==> config.mk <==
export PLATFORM = sky130hd
export DESIGN_NAME = ultrasonic_echo_ranger
export DESIGN_NICKNAME = d
export VERILOG_FILES = /design/src/hw/rtl/uer_pkg.sv /design/src/hw/rtl/uer_cfg_regs.sv /design/src/hw/rtl/uer_dist.sv /design/src/hw/rtl/uer_seq.sv /design/src/hw/rtl/ultrasonic_echo_ranger.sv
export SDC_FILE = /design/constraint.sdc
export NUM_CORES = 1
export LEC_CHECK = 0
export BUFFER_PORTS_ARGS = -buffer_cell sky130_fd_sc_hd__buf_2
export CORE_MARGIN = 4
export CORE_UTILIZATION = 45
export DETAILED_ROUTE_END_ITERATION = 6
export GPL_ROUTABILITY_DRIVEN = 0
export PLACE_DENSITY_LB_ADDON = 0.12
export SLEW_MARGIN = 20
export SYNTH_ARGS = -nofsm -noshare
export SYNTH_HDL_FRONTEND = slang
export SYNTH_SLANG_ARGS = --single-unit
export TNS_END_PERCENT = 20
==> constraint.sdc <==
create_clock -name clk -period 11.6 [get_ports clk]
set_input_delay 2.32 -clock clk [delete_from_list [all_inputs] [get_ports clk]]
set_output_delay 2.32 -clock clk [all_outputs]
set_load 0.02 [all_outputs]
==> src/hw/rtl/uer_pkg.sv <==
// Shared types and constants for the ultrasonic echo ranger.
// Used by every module under hw/rtl; depends on nothing.
package uer_pkg;

  localparam int TrigWidthW = 8;
  localparam int RiseToW    = 19;
  localparam int FallToW    = 15;
  localparam int WaitW      = 19;
  localparam int ElapsedW   = 15;
  localparam int DistW      = 10;
  localparam int UnitW      = 2;
  localparam int CfgIdxW    = 2;
  localparam int CfgDataW   = 19;

  localparam logic [TrigWidthW-1:0] TRIG_WIDTH_RST = 8'd10;
  localparam logic [RiseToW-1:0]    RISE_TO_RST    = 19'd500000;
  localparam logic [FallToW-1:0]    FALL_TO_RST    = 15'd30000;

  localparam logic [ElapsedW-1:0] ELAPSED_MAX = 15'd32767;

  // floor(x/58) = (x * 36158) >> 21 and floor(x/148) = (x * 56681) >> 23
  // are exact for every 15-bit x.
  localparam logic [15:0] CM_RECIP   = 16'd36158;
  localparam int          CM_SHIFT   = 21;
  localparam logic [15:0] INCH_RECIP = 16'd56681;
  localparam int          INCH_SHIFT = 23;

  localparam logic [UnitW-1:0] UNIT_CM   = 2'd0;
  localparam logic [UnitW-1:0] UNIT_INCH = 2'd1;

  localparam logic [CfgIdxW-1:0] CFG_TRIG_WIDTH = 2'd0;
  localparam logic [CfgIdxW-1:0] CFG_RISE_TO    = 2'd1;
  localparam logic [CfgIdxW-1:0] CFG_FALL_TO    = 2'd2;

  typedef enum logic [1:0] {
    PH_IDLE,
    PH_TRIG,
    PH_RISE,
    PH_FALL
  } phase_t;

  typedef struct packed {
    logic [TrigWidthW-1:0] trigger_width;
    logic [RiseToW-1:0]    rise_timeout;
    logic [FallToW-1:0]    fall_timeout;
  } cfg_t;

  typedef struct packed {
    logic             error;
    logic [DistW-1:0] distance;
    logic             done_res;
    logic             busy_res;
    logic             trig;
  } res_t;

endpackage

==> src/hw/rtl/uer_cfg_regs.sv <==
// Configuration register file: trigger width and the two wait timeouts.
// Depends on uer_pkg.
module uer_cfg_regs
  import uer_pkg::*;
(
  input  logic                clk,
  input  logic                rst,
  input  logic                wr_en,
  input  logic [CfgIdxW-1:0]  wr_index,
  input  logic [CfgDataW-1:0] wr_data,
  output cfg_t                cfg
);

  always_ff @(posedge clk) begin
    if (rst) begin
      cfg.trigger_width <= TRIG_WIDTH_RST;
      cfg.rise_timeout  <= RISE_TO_RST;
      cfg.fall_timeout  <= FALL_TO_RST;
    end else if (wr_en) begin
      case (wr_index)
        CFG_TRIG_WIDTH: cfg.trigger_width <= wr_data[TrigWidthW-1:0];
        CFG_RISE_TO:    cfg.rise_timeout  <= wr_data[RiseToW-1:0];
        CFG_FALL_TO:    cfg.fall_timeout  <= wr_data[FallToW-1:0];
        default: ;
      endcase
    end
  end

endmodule

==> src/hw/rtl/uer_dist.sv <==
// Converts the echo length in ticks to cm or inches by reciprocal multiply.
// Depends on uer_pkg.
module uer_dist
  import uer_pkg::*;
(
  input  logic [ElapsedW-1:0] ticks,
  input  logic [UnitW-1:0]    unit,
  output logic [DistW-1:0]    distance
);

  logic [ElapsedW+15:0] cm_prod;
  logic [ElapsedW+15:0] inch_prod;

  assign cm_prod   = {16'd0, ticks} * {{ElapsedW{1'b0}}, CM_RECIP};
  assign inch_prod = {16'd0, ticks} * {{ElapsedW{1'b0}}, INCH_RECIP};

  always_comb begin
    case (unit)
      UNIT_CM:   distance = cm_prod[CM_SHIFT +: DistW];
      UNIT_INCH: distance = {2'b00, inch_prod[INCH_SHIFT +: DistW-2]};
      default:   distance = '0;
    endcase
  end

endmodule

==> src/hw/rtl/uer_seq.sv <==
// Measurement sequencer: trigger, rise wait and fall wait, one step per beat.
// Depends on uer_pkg and uer_dist.
module uer_seq
  import uer_pkg::*;
(
  input  logic             clk,
  input  logic             rst,
  input  logic             step,
  input  logic             op,
  input  logic             echo,
  input  logic [UnitW-1:0] unit,
  input  cfg_t             cfg,
  output res_t             res
);

  phase_t               phase, phase_next;
  logic [WaitW-1:0]     wait_count, wait_count_next;
  logic [ElapsedW-1:0]  elapsed, elapsed_next;
  logic                 error_seen, error_seen_next;
  logic [UnitW-1:0]     unit_held, unit_held_next;
  logic                 last_echo;

  logic                 change;
  logic [WaitW-1:0]     wait_inc;
  logic                 done;
  logic [DistW-1:0]     conv_dist;

  assign change   = echo ^ last_echo;
  assign wait_inc = wait_count + 1'b1;

  always_comb begin
    phase_next      = phase;
    wait_count_next = wait_count;
    elapsed_next    = elapsed;
    error_seen_next = error_seen;
    unit_held_next  = unit_held;
    done            = 1'b0;
    if (op) begin
      unit_held_next  = unit;
      phase_next      = PH_TRIG;
      wait_count_next = '0;
      elapsed_next    = '0;
      error_seen_next = 1'b0;
    end else begin
      case (phase)
        PH_TRIG: begin
          wait_count_next = wait_inc;
          if (wait_inc >= {{(WaitW-TrigWidthW){1'b0}}, cfg.trigger_width}) begin
            phase_next      = PH_RISE;
            wait_count_next = '0;
          end
        end
        PH_RISE: begin
          if (change) begin
            phase_next      = PH_FALL;
            wait_count_next = '0;
            elapsed_next    = '0;
          end else if (wait_inc >= cfg.rise_timeout) begin
            error_seen_next = 1'b1;
            phase_next      = PH_FALL;
            wait_count_next = '0;
            elapsed_next    = '0;
          end else begin
            wait_count_next = wait_inc;
          end
        end
        PH_FALL: begin
          if (elapsed != ELAPSED_MAX) elapsed_next = elapsed + 1'b1;
          if (change) begin
            done = 1'b1;
          end else if (wait_inc >= {{(WaitW-FallToW){1'b0}}, cfg.fall_timeout}) begin
            error_seen_next = 1'b1;
            done            = 1'b1;
          end else begin
            wait_count_next = wait_inc;
          end
          if (done) begin
            phase_next      = PH_IDLE;
            wait_count_next = '0;
          end
        end
        default: ;
      endcase
    end
  end

  uer_dist u_dist (
    .ticks    (elapsed_next),
    .unit     (unit_held),
    .distance (conv_dist)
  );

  always_comb begin
    res.trig     = (phase_next == PH_TRIG);
    res.busy_res = (phase_next != PH_IDLE);
    res.done_res = done;
    res.error    = done & error_seen_next;
    res.distance = (done && !error_seen_next) ? conv_dist : '0;
  end

  always_ff @(posedge clk) begin
    if (rst) begin
      phase      <= PH_IDLE;
      wait_count <= '0;
      elapsed    <= '0;
      error_seen <= 1'b0;
      unit_held  <= '0;
      last_echo  <= 1'b0;
    end else if (step) begin
      phase      <= phase_next;
      wait_count <= wait_count_next;
      elapsed    <= elapsed_next;
      error_seen <= error_seen_next;
      unit_held  <= unit_held_next;
      last_echo  <= echo;
    end
  end

endmodule

==> src/hw/rtl/ultrasonic_echo_ranger.sv <==
// Ultrasonic echo ranger, top level: input register, sequencer, result register.
// Depends on uer_pkg, uer_cfg_regs, uer_seq.
//
// Usage: feed one beat per microsecond tick on s_*. s_tuser = 1 starts a
// measurement (unit taken from s_tdata), s_tuser = 0 is a plain tick. Every
// input beat gives exactly one result beat on m_*: trigger level, busy, a
// done pulse and, with done, the distance (cm, inches or 0) and error flag.
// A beat passes the input register, then the result register; throughput is one
// beat per cycle while m_tready is high, set by the sequencer step between them.
// When m_tready is low the result register holds, the input register fills,
// then s_tready drops; no beat is lost. The cfg channel is always ready and
// writes trigger_width (0), rise_timeout (1), fall_timeout (2); write it only
// while no measurement is running. Synchronous reset empties both registers,
// sets the sequencer idle and loads the register defaults (10, 500000, 30000).
module ultrasonic_echo_ranger
  import uer_pkg::*;
(
  input  logic                clk,
  input  logic                rst,
  input  logic                s_tvalid,
  output logic                s_tready,
  input  logic [7:0]          s_tdata,   // [0] echo, [2:1] unit, [7:3] zero
  input  logic                s_tuser,   // [0] op
  output logic                m_tvalid,
  input  logic                m_tready,
  output logic [15:0]         m_tdata,   // [0] trig, [1] busy_res, [2] done_res,
                                         // [12:3] distance, [13] error, [15:14] zero
  input  logic                cfg_valid,
  output logic                cfg_ready,
  input  logic [CfgIdxW-1:0]  cfg_index,
  input  logic [CfgDataW-1:0] cfg_data
);

  cfg_t             cfg;
  res_t             res;
  res_t             out_res;

  logic             in_valid;
  logic             in_op;
  logic             in_echo;
  logic [UnitW-1:0] in_unit;
  logic             out_free;
  logic             step;

  assign cfg_ready = 1'b1;

  uer_cfg_regs u_cfg (
    .clk      (clk),
    .rst      (rst),
    .wr_en    (cfg_valid),
    .wr_index (cfg_index),
    .wr_data  (cfg_data),
    .cfg      (cfg)
  );

  assign out_free = !m_tvalid || m_tready;
  assign step     = in_valid && out_free;
  assign s_tready = !in_valid || out_free;

  always_ff @(posedge clk) begin
    if (rst) begin
      in_valid <= 1'b0;
    end else if (s_tready) begin
      in_valid <= s_tvalid;
    end
  end

  always_ff @(posedge clk) begin
    if (s_tvalid && s_tready) begin
      in_op   <= s_tuser;
      in_echo <= s_tdata[0];
      in_unit <= s_tdata[2:1];
    end
  end

  uer_seq u_seq (
    .clk  (clk),
    .rst  (rst),
    .step (step),
    .op   (in_op),
    .echo (in_echo),
    .unit (in_unit),
    .cfg  (cfg),
    .res  (res)
  );

  always_ff @(posedge clk) begin
    if (rst) begin
      m_tvalid <= 1'b0;
    end else if (out_free) begin
      m_tvalid <= in_valid;
    end
  end

  always_ff @(posedge clk) begin
    if (step) out_res <= res;
  end

  assign m_tdata = {2'b00, out_res.error, out_res.distance, out_res.done_res,
                    out_res.busy_res, out_res.trig};

endmodule

Word level (Yosys, flattened, before mapping)
Index checks and enable logic that the tools add are counted.
{"block": "word_totals", "input_bits": 35, "word_cells": 87, "output_inout_bits": 19, "register_bits": 102}
{"block": "classes", "reduce_logical": 17, "n_bitwise": 2, "eq_ne": 10, "n_mul": 2, "muxes": 32, "order_cmp": 3, "addsub": 2}
{"operator": "$mux W19", "n": 7}
{"operator": "$mux W15", "n": 4}
{"operator": "$pmux W19 S3", "n": 1}
{"operator": "$mul A15 B16 Y31 const B", "n": 1}
{"operator": "$mul A15 B15 Y30 const B", "n": 1}
{"operator": "$pmux W15 S2", "n": 1}
{"operator": "$pmux W10 S2", "n": 1}
{"operator": "$add A19 B1 Y19 const B", "n": 1}
{"operator": "$ge A19 B15 Y1", "n": 1}
{"operator": "$ge A19 B19 Y1", "n": 1}
{"operator": "$ge A19 B8 Y1", "n": 1}
{"operator": "$add A15 B1 Y15 const B", "n": 1}
{"operator": "$ne A15 B15 Y1 const B", "n": 1}
{"operator": "$mux W1", "n": 11}
{"operator": "$mux W2", "n": 5}
{"operator": "$eq A2 B1 Y1 const B", "n": 4}
{"operator": "$ne A4 B4 Y1 const B", "n": 2}
{"operator": "$reduce_and A2 Y1", "n": 4}
{"operator": "$eq A2 B2 Y1 const B", "n": 3}
{"operator": "$pmux W2 S3", "n": 1}
{"operator": "$logic_not A2 Y1", "n": 2}
{"operator": "$reduce_and A4 Y1", "n": 1}
{"operator": "$reduce_bool A4 Y1", "n": 1}
{"operator": "$logic_and A1 B1 Y1", "n": 3}
{"operator": "other kinds (6)", "n": 9}

Depth between registers and ports, before layout
Gate-level depths: netlist of the first run.
{"block": "logic_depth", "word_depth": 10, "ltp_mapped": 36, "mapped_depth_nobuf": 35}

Cells and area by module
A second synthesis of the first run with hierarchy kept.
{"block": "hier_totals", "cells_unflattened": 1555, "area_unflattened_um2": 14382.5}
{"mod": "uer_dist", "cells_each": 821, "seq_area_each_um2": 0.0, "n_inst": 1, "area_each_um2": 8057.7}
{"mod": "uer_seq", "cells_each": 532, "seq_area_each_um2": 800.8, "n_inst": 1, "area_each_um2": 3910.0}
{"mod": "uer_cfg_regs", "cells_each": 169, "seq_area_each_um2": 840.8, "n_inst": 1, "area_each_um2": 1740.4}
{"mod": "ultrasonic_echo_ranger", "cells_each": 33, "seq_area_each_um2": 580.6, "n_inst": 1, "area_each_um2": 674.4}

Worst setup path after synthesis of the first run
No wires, ideal clock.
{"block": "synth_path", "path_kind": "reg-to-reg", "from": "reg u_seq.wait_count[0]", "to": "reg out_res, in the netlist m_tdata[10] (data pin)", "setup_ns": 0.256, "t_required_ns": 11.344, "n_path_buf": 1, "arrival_time_ns": 9.074, "setup_slack_ns": 2.270, "path_stages_with_launch": 32, "synth_period_minus_slack_ns": 9.330, "cell_sequence": "dfxtp_1 -> ha_1 -> nand4_2 -> nor3_1 -> nor2b_1 -> or2_2 -> ha_1 -> a41o_1 -> a221oi_1 -> a21oi_1 -> o311a_1 -> clkbuf_1 -> nor3_1 -> inv_1 -> fa_1 -> inv_1 -> ha_1 -> a21oi_1 -> fa_1 -> inv_1 -> fa_1 -> fa_1 -> ha_1 -> ha_1 -> and3_1 -> and3_1 -> a221oi_1 -> o211ai_1 -> a211oi_1 -> o21bai_1 -> xnor2_1 -> a31o_2"}
{"block": "synth_between", "word_cells_on_any_way": 24}
{"element": "start, declared", "line_no": "uer_seq.sv:17", "rtl": "logic [WaitW-1:0] wait_count, wait_count_next;"}
{"element": "start signal, assigned", "line_no": "uer_seq.sv:111", "rtl": "wait_count <= wait_count_next;"}
{"element": "$add A19 B1 Y19 (*)", "line_no": "uer_seq.sv:29", "rtl": "assign wait_inc = wait_count + 1'b1;"}
{"element": "$ge A19 B19 Y1 (*)", "line_no": "uer_seq.sv:58", "rtl": "end else if (wait_inc >= cfg.rise_timeout) begin"}
{"element": "$mux W15 (*)", "line_no": "uer_seq.sv:58"}
{"element": "$mux W15 (*)", "line_no": "uer_seq.sv:54", "rtl": "if (change) begin"}
{"element": "$pmux W15 S2 (*)", "line_no": "uer_seq.sv:45", "rtl": "case (phase)"}
{"element": "$mux W15 (*)", "line_no": "uer_seq.sv:38", "rtl": "if (op) begin"}
{"element": "named net u_seq.elapsed_next[7]", "line_no": "uer_seq.sv:18", "rtl": "logic [ElapsedW-1:0] elapsed, elapsed_next;"}
{"element": "$mul A15 B16 Y31 or $mul A15 B15 Y30 (tied branches)", "line_no": "uer_dist.sv:15, uer_dist.sv:14"}
{"element": "$pmux W10 S2 (*)", "line_no": "uer_dist.sv:18", "rtl": "case (unit)"}
{"element": "end signal, assigned", "line_no": "ultrasonic_echo_ranger.sv:96", "rtl": "if (step) out_res <= res;"}
{"element": "end, declared", "line_no": "ultrasonic_echo_ranger.sv:36", "rtl": "res_t out_res;"}
The timed path passes the listed nets; every way through them passes the cells marked *. The select of a mux whose other input is x is not followed.
A chain may end at the register's enable or synchronous reset.

Final worst setup path of the first run
Ends and elaborated chain as after synthesis.

==> flow_summary.ini, run 1 <==
[die]
start_util = 0.4610
io_pins = 54
fp.dieW_um = 183.2
core-area_um2 = 29950
die_area_um2 = 33550
floorplan.rows = 63
die_h_um = 183.2

[place]
place_inst = 1916
place_ws_ns = 1.344
place_area_um2 = 14500
dp_hpwl_um = 27870
numPortBuffers = 45

[power_and_ir_drop]
p_sw_mw = 0.1917
totalPowerFinal_mw = 0.7318
power_leakage_nw = 8.255
powerDensity_nw_per_um2 = 49.53
combPwrFrac = 0.085
power_frac_clock = 0.403
sequentialPowerShare = 0.512
internal-power_mw = 0.5401
ir_drop_mv = 0.07227
switching_share = 0.2620

[routing]
drc = 0
vias_per_cell = 5.310
wl_per_cell_um = 17.27
vias = 10260
detail_route.first_pass.iterations = 6
first_iter_violations = 482
wirelength_um = 33360
ant_nets = 0

[logic_synthesis]
synth-seq-cells = 102
syn-cell-area_um2 = 13810
ys.flop_type = dfxtp_1
synth_edf_count = 18
syn_inst = 1505
yosysWarningCount = 0
avgSynthCellArea_um2 = 9.176
yosysUniqueCellTypes = 68
synthArstFlopShare = 0
yosysSeqAreaShare = 0.1609

[clock_tree]
htree_levels = 3
cts_buffers = 9
clock_sinks = 102
clockBufferDepth = 2
cts_setup_buffers = 0
hold_buffers = 0
root_buffer = clkbuf_16
post_cts_resized = 0
cts_tree = built
path_clk_slew_ns = 0.08
clock_latency_ns = 0.35

[finish]
diodes = 0
nFillCells = 2944
synthToLayoutAreaGrowth_pct = 7.004
post-route-cell-area_um2 = 14780
final_layout_size_suffix_gt1_frac = 0.06680
layout.nets = 1987
final_cells = 1932

[setup_path]
cp.required_ns = 11.71
slowest_delay_ns = 0.62
crit_top_cell = ha_1
startpoint_type = flip-flop
cp_slowest_cell = o311a_1
critPathCaptureType = flip-flop
crit_buf_inv = 3
crit_family = adder cells
arrival_ns = 10.36
critPathKind = reg2reg
critPathMaxFanout = 22

[sta]
finalSetupTns_ns = 0
slew_viol_final = 0
finalCritPeriodShare = 0.8836
clock_skew_ns = 0.01302
setup_viol = 0
setup_slack_ns = 1.351
worst_pin_slew_ns = 1.072
rsz0062_at_grt = false
fmax_ghz = 0.09757
final_hold_viol_count = 0
fin_crit_ns = 10.25
slew_headroom = 0.2786

[grt]
antenna_found_initial = 0
grt_usage = 0.2041
grt_overflow = 0
grt_pass1_wl_um = 54780
grt_pass1_vias = 10340
grt_max_degree = 95

[run_status]
outcome = completed

[min_path]
hold_path_class = reg2reg

[job]
drv_cap = 0
kinds of logic (layout without fill, tap and decap cells):
logic type | count (synthesis) | in the layout | synth area share
other | 2 | 3 | 0.0005438
XOR/XNOR | 53 | 53 | 0.03361
AO/OA/AOI/OAI | 233 | 233 | 0.1109
adder cells (fa/ha/maj) | 415 | 415 | 0.4592
AND/OR/NAND/NOR | 367 | 367 | 0.1390
buffers and inverters | 325 | 361 | 0.08997
multiplexers | 8 | 8 | 0.005889
flip-flops | 102 | 102 | 0.1609
area by class of cell:
class / instances / area [um^2] / area share
clock buffer: 10 / 229.0 / 0.01550
tap: 390 / 488.0 / 0.03302
inverter: 284 / 1066 / 0.07214
timing repair buffer: 61 / 345.3 / 0.02337
clock inverter: 6 / 52.55 / 0.003556
sequential: 102 / 2222 / 0.1504
multi-input combinational: 1079 / 10370 / 0.7020
cells in the mapped netlist (all sizes together) (3+ instances only):
cell type  count  share of area
a211oi         4         0.0022
a211o         20          0.013
o31a           3         0.0019
or4            3         0.0016
clkbuf        33         0.0090
or3           10         0.0045
ha           262           0.24
buf            8         0.0038
edfxtp        18          0.039
and3          10         0.0045
or2           11         0.0050
a221o          4         0.0029
and4           7         0.0044
nor4b          3         0.0019
o21ai         37          0.013
nand2         91          0.025
a21o          27          0.015
nor2          80          0.022
fa           153           0.22
xor2          30          0.019
nand4         21          0.012
a21oi         78          0.028
nand2b         6         0.0027
nor3          29          0.011
inv          284          0.077
and2          13         0.0059
o2111ai        3         0.0019
xnor2         23          0.015
nor3b         10         0.0058
o21bai         4         0.0022
a22oi         17         0.0092
nand3b         9         0.0049
nor2b         14         0.0063
nor4          12         0.0070
a221oi         4         0.0030
dfxtp         84           0.12
o211ai         5         0.0027
a31oi         13         0.0070
nand3         31          0.011
mux2i          7         0.0051
nand4b         3         0.0019
worst register-to-register path: cells and delay by family (launching register included):
family / cells / cell delay (ns)
flops: 1 / 0.48
buf+inv: 3 / 0.48
compound gates: 12 / 3.26
fa+ha+maj: 9 / 3.67
xor+xnor: 3 / 0.64
simple gates: 5 / 1.49
flip-flops by register name, summed over array words and instances, names as in the netlist:
signal,cells
u_seq.error_seen,1
u_seq.wait_count,19
u_seq.phase,2
u_seq.elapsed,15
in_op,1
m_tdata,14
u_seq.unit_held,2
in_unit,2
in_valid,1
m_tvalid,1
u_cfg.cfg,42
in_echo,1
u_seq.last_echo,1
per-layer routing:
metal,GRT usage,part of all wire,vias to the layer above
met2,0.3584,0.50,160
met1,0.2677,0.45,4934
met4,0.06138,0.028,0
li1,-,-,5124
met5,0,0,-
met3,0.01904,0.029,41
through the flow:
stage	utilization	hold slack [ns]
4_1_cts	0.4933	0.4573
3_5_place_dp	0.4839	0.4473
2_1_floorplan	-	0.4363
5_1_grt	0.4933	0.4761
6_report	0.4933	0.4537
3_3_place_gp	0.4839	0.4444
power groups by stage:
stage | clock network (mW) | logic (mW) | registers (mW)
3_3_place_gp | 0 | 0.0618 | 0.383
3_5_place_dp | 0 | 0.0629 | 0.383
2_1_floorplan | 0 | 0.0391 | 0.384
6_report | 0.295 | 0.0623 | 0.375
5_1_grt | 0.321 | 0.0704 | 0.376
4_1_cts | 0.306 | 0.0634 | 0.375
placed cells by master (no fill, tap or decap), types with 20 or more instances in the layout:
cell type / Yosys / routed
nand3_1: 31 / 31
a21o_1: 27 / 27
nor3_1: 29 / 25
o21ai_0: 33 / 33
nor2_1: 80 / 80
dfxtp_1: 84 / 84
inv_1: 284 / 284
buf_2: 3 / 45
xor2_1: 30 / 30
a21oi_1: 78 / 78
fa_1: 153 / 153
a211o_1: 20 / 20
nand2_1: 91 / 91
ha_1: 262 / 262
xnor2_1: 23 / 23
path summary, 6_finish.rpt:
path	start	endpoint	slack, ns	cells past startpoint
setup / recovery	u_seq.wait_count[0]	m_tdata[10]	1.35	32
hold / removal	u_cfg.cfg[27]	u_cfg.cfg[27]	0.45	2
setup reg to reg	u_seq.wait_count[0]	m_tdata[10]	1.35	32
hold reg to reg	u_cfg.cfg[27]	u_cfg.cfg[27]	0.45	2
Power figures use the tool's default switching activity.
==> run 2, diff against run 1 <==
Settings changed: CORE_MARGIN 4 to 5, HOLD_SLACK_MARGIN set to 0.03.
Clock period 11.6 ns to 11.1 ns, I/O delays scaled along.
==> run 2 against run 1 <==
Net effect:
- via count grew 0.11%
- cell count grew 0.67%
- register-to-register slack lost 0.54 ns
- sequential power grew 4%
- routed wire length grew 1.3%
- largest cell class unchanged
- setup slack lost 0.54 ns
==> flow_summary.ini, run 2 (synthesis results as in run 1) <==
[finish]
seqCellArea_um2 = 2222
largest_reg_flops = 42
final_common_cell = inv_1
layout.nets = 1994
top_regs = u_cfg.cfg x42, u_seq.wait_count x19, u_seq.elapsed x15
multi_input_area_um2 = 10370
diodes = 0
finalCoreUtilization = 0.4879
layout_common_cells = inv_1 (284), ha_1 (262), fa_1 (153)
post-route-cell-area_um2 = 14850
nFillCells = 2949
regMostFlops = u_cfg.cfg
synthToLayoutAreaGrowth_pct = 7.502
final_layout_size_suffix_gt1_frac = 0.07166

[setup_path]
critPathCaptureType = flip-flop
critPathKind = reg2reg
critPathMaxFanout = 22
slowest_delay_ns = 0.62
cp.required_ns = 11.18
arrival_ns = 10.37
cp_slowest_cell = o311a_1
startpoint_type = flip-flop
crit_top_cell = fa_1

[clock_tree]
cts_setup_buffers = 0
clockBufferDepth = 2
post_cts_resized = 0
root_buffer = clkbuf_16
cts_buffers = 9
path_clk_slew_ns = 0.07
clock_latency_ns = 0.36
hold_buffers = 0
clock_sinks = 102
cts_tree = built
htree_levels = 3

[grt]
grt_overflow = 0
antenna_found_initial = 0
grt_pass1_wl_um = 55750
grt_pass1_vias = 10650
grt_max_degree = 95
grt_usage = 0.2056

[sta]
rsz0062_at_grt = false
clock_skew_ns = 0.01232
fin_crit_ns = 10.29
setup_viol = 0
final_hold_viol_count = 0
fmax_ghz = 0.09719
worst_pin_slew_ns = 1.048
slew_headroom = 0.2948
setup_slack_ns = 0.8109
finalSetupTns_ns = 0
finalCritPeriodShare = 0.9269
slew_viol_final = 0

[die]
die_h_um = 185.2
die_area_um2 = 34290
floorplan.rows = 64
core-area_um2 = 30430
fp.dieW_um = 185.2
io_pins = 54
start_util = 0.4538

[routing]
first_iter_violations = 408
vias_per_cell = 5.280
wl_per_cell_um = 17.37
wirelength_um = 33790
ant_nets = 0
drc = 0
detail_route.first_pass.iterations = 5
vias = 10270

[min_path]
hold_path_class = reg2reg

[power_and_ir_drop]
power_leakage_nw = 8.297
ir_drop_mv = 0.07975
powerDensity_nw_per_um2 = 52.12

[run_status]
outcome = completed

[place]
dp_hpwl_um = 28270
numPortBuffers = 45
place_area_um2 = 14560
place_ws_ns = 0.9347

[job]
drv_cap = 0
==> run 2: through the flow <==
step	hold slack [ns]	total power, mW	cells
2_1_floorplan	0.4363	0.4424	1506
3_3_place_gp	0.4444	0.4649	1929
3_5_place_dp	0.4482	0.4661	1929
4_1_cts	0.4587	0.7848	1945
5_1_grt	0.4821	0.8090	1945
6_report	0.4568	0.7738	1945
==> run 2: area by class of cell <==
type	count	share of cell area
Multi-Input combinational cell	1079	0.6988
Inverter	284	0.07181
Clock buffer	10	0.01610
Tap cell	396	0.03338
Sequential cell	102	0.1497
Clock inverter	6	0.003456
Timing Repair Buffer	68	0.02680
==> run 2: final timing paths <==
| path | startpoint | slack, ns | endpoint | cells past startpoint |
|---|---|---|---|---|
| max reg2reg | u_seq.wait_count[1] | 0.81 | m_tdata[11] | 32 |
| max | u_seq.wait_count[1] | 0.81 | m_tdata[11] | 32 |
| min reg2reg | u_cfg.cfg[3] | 0.46 | u_cfg.cfg[3] | 2 |
| min | u_cfg.cfg[3] | 0.46 | u_cfg.cfg[3] | 2 |
==> run 2: worst max-delay path, delay by kind of cell (launching register included) <==
kind                       cells  cell delay (ns)
DFF                            1             0.48
and+or+nand+nor                9             2.43
AOI/OAI and AO/OA              8             2.55
adders and majority gates      9             3.73
buffers and inverters          5             0.46
xor gates and xnor gates       1             0.35
==> run 2: per-layer routing <==
metal | part of all wire | wire [um] | vias up | global-route usage
li1 | - | - | 5140 | -
met2 | 0.51 | 17380 | 143 | 0.3738
met5 | 0 | 0 | - | 0
met4 | 0.021 | 695 | 0 | 0.04844
met1 | 0.44 | 15030 | 4953 | 0.2641
met3 | 0.020 | 689 | 34 | 0.02023
==> run 2: where the power goes <==
| group | internal [mW] | switching [mW] |
|---|---|---|
| sequential | 0.386 | 0.00458 |
| clock | 0.162 | 0.155 |
| combinational | 0.0214 | 0.0441 |
| total | 0.570 | 0.204 |
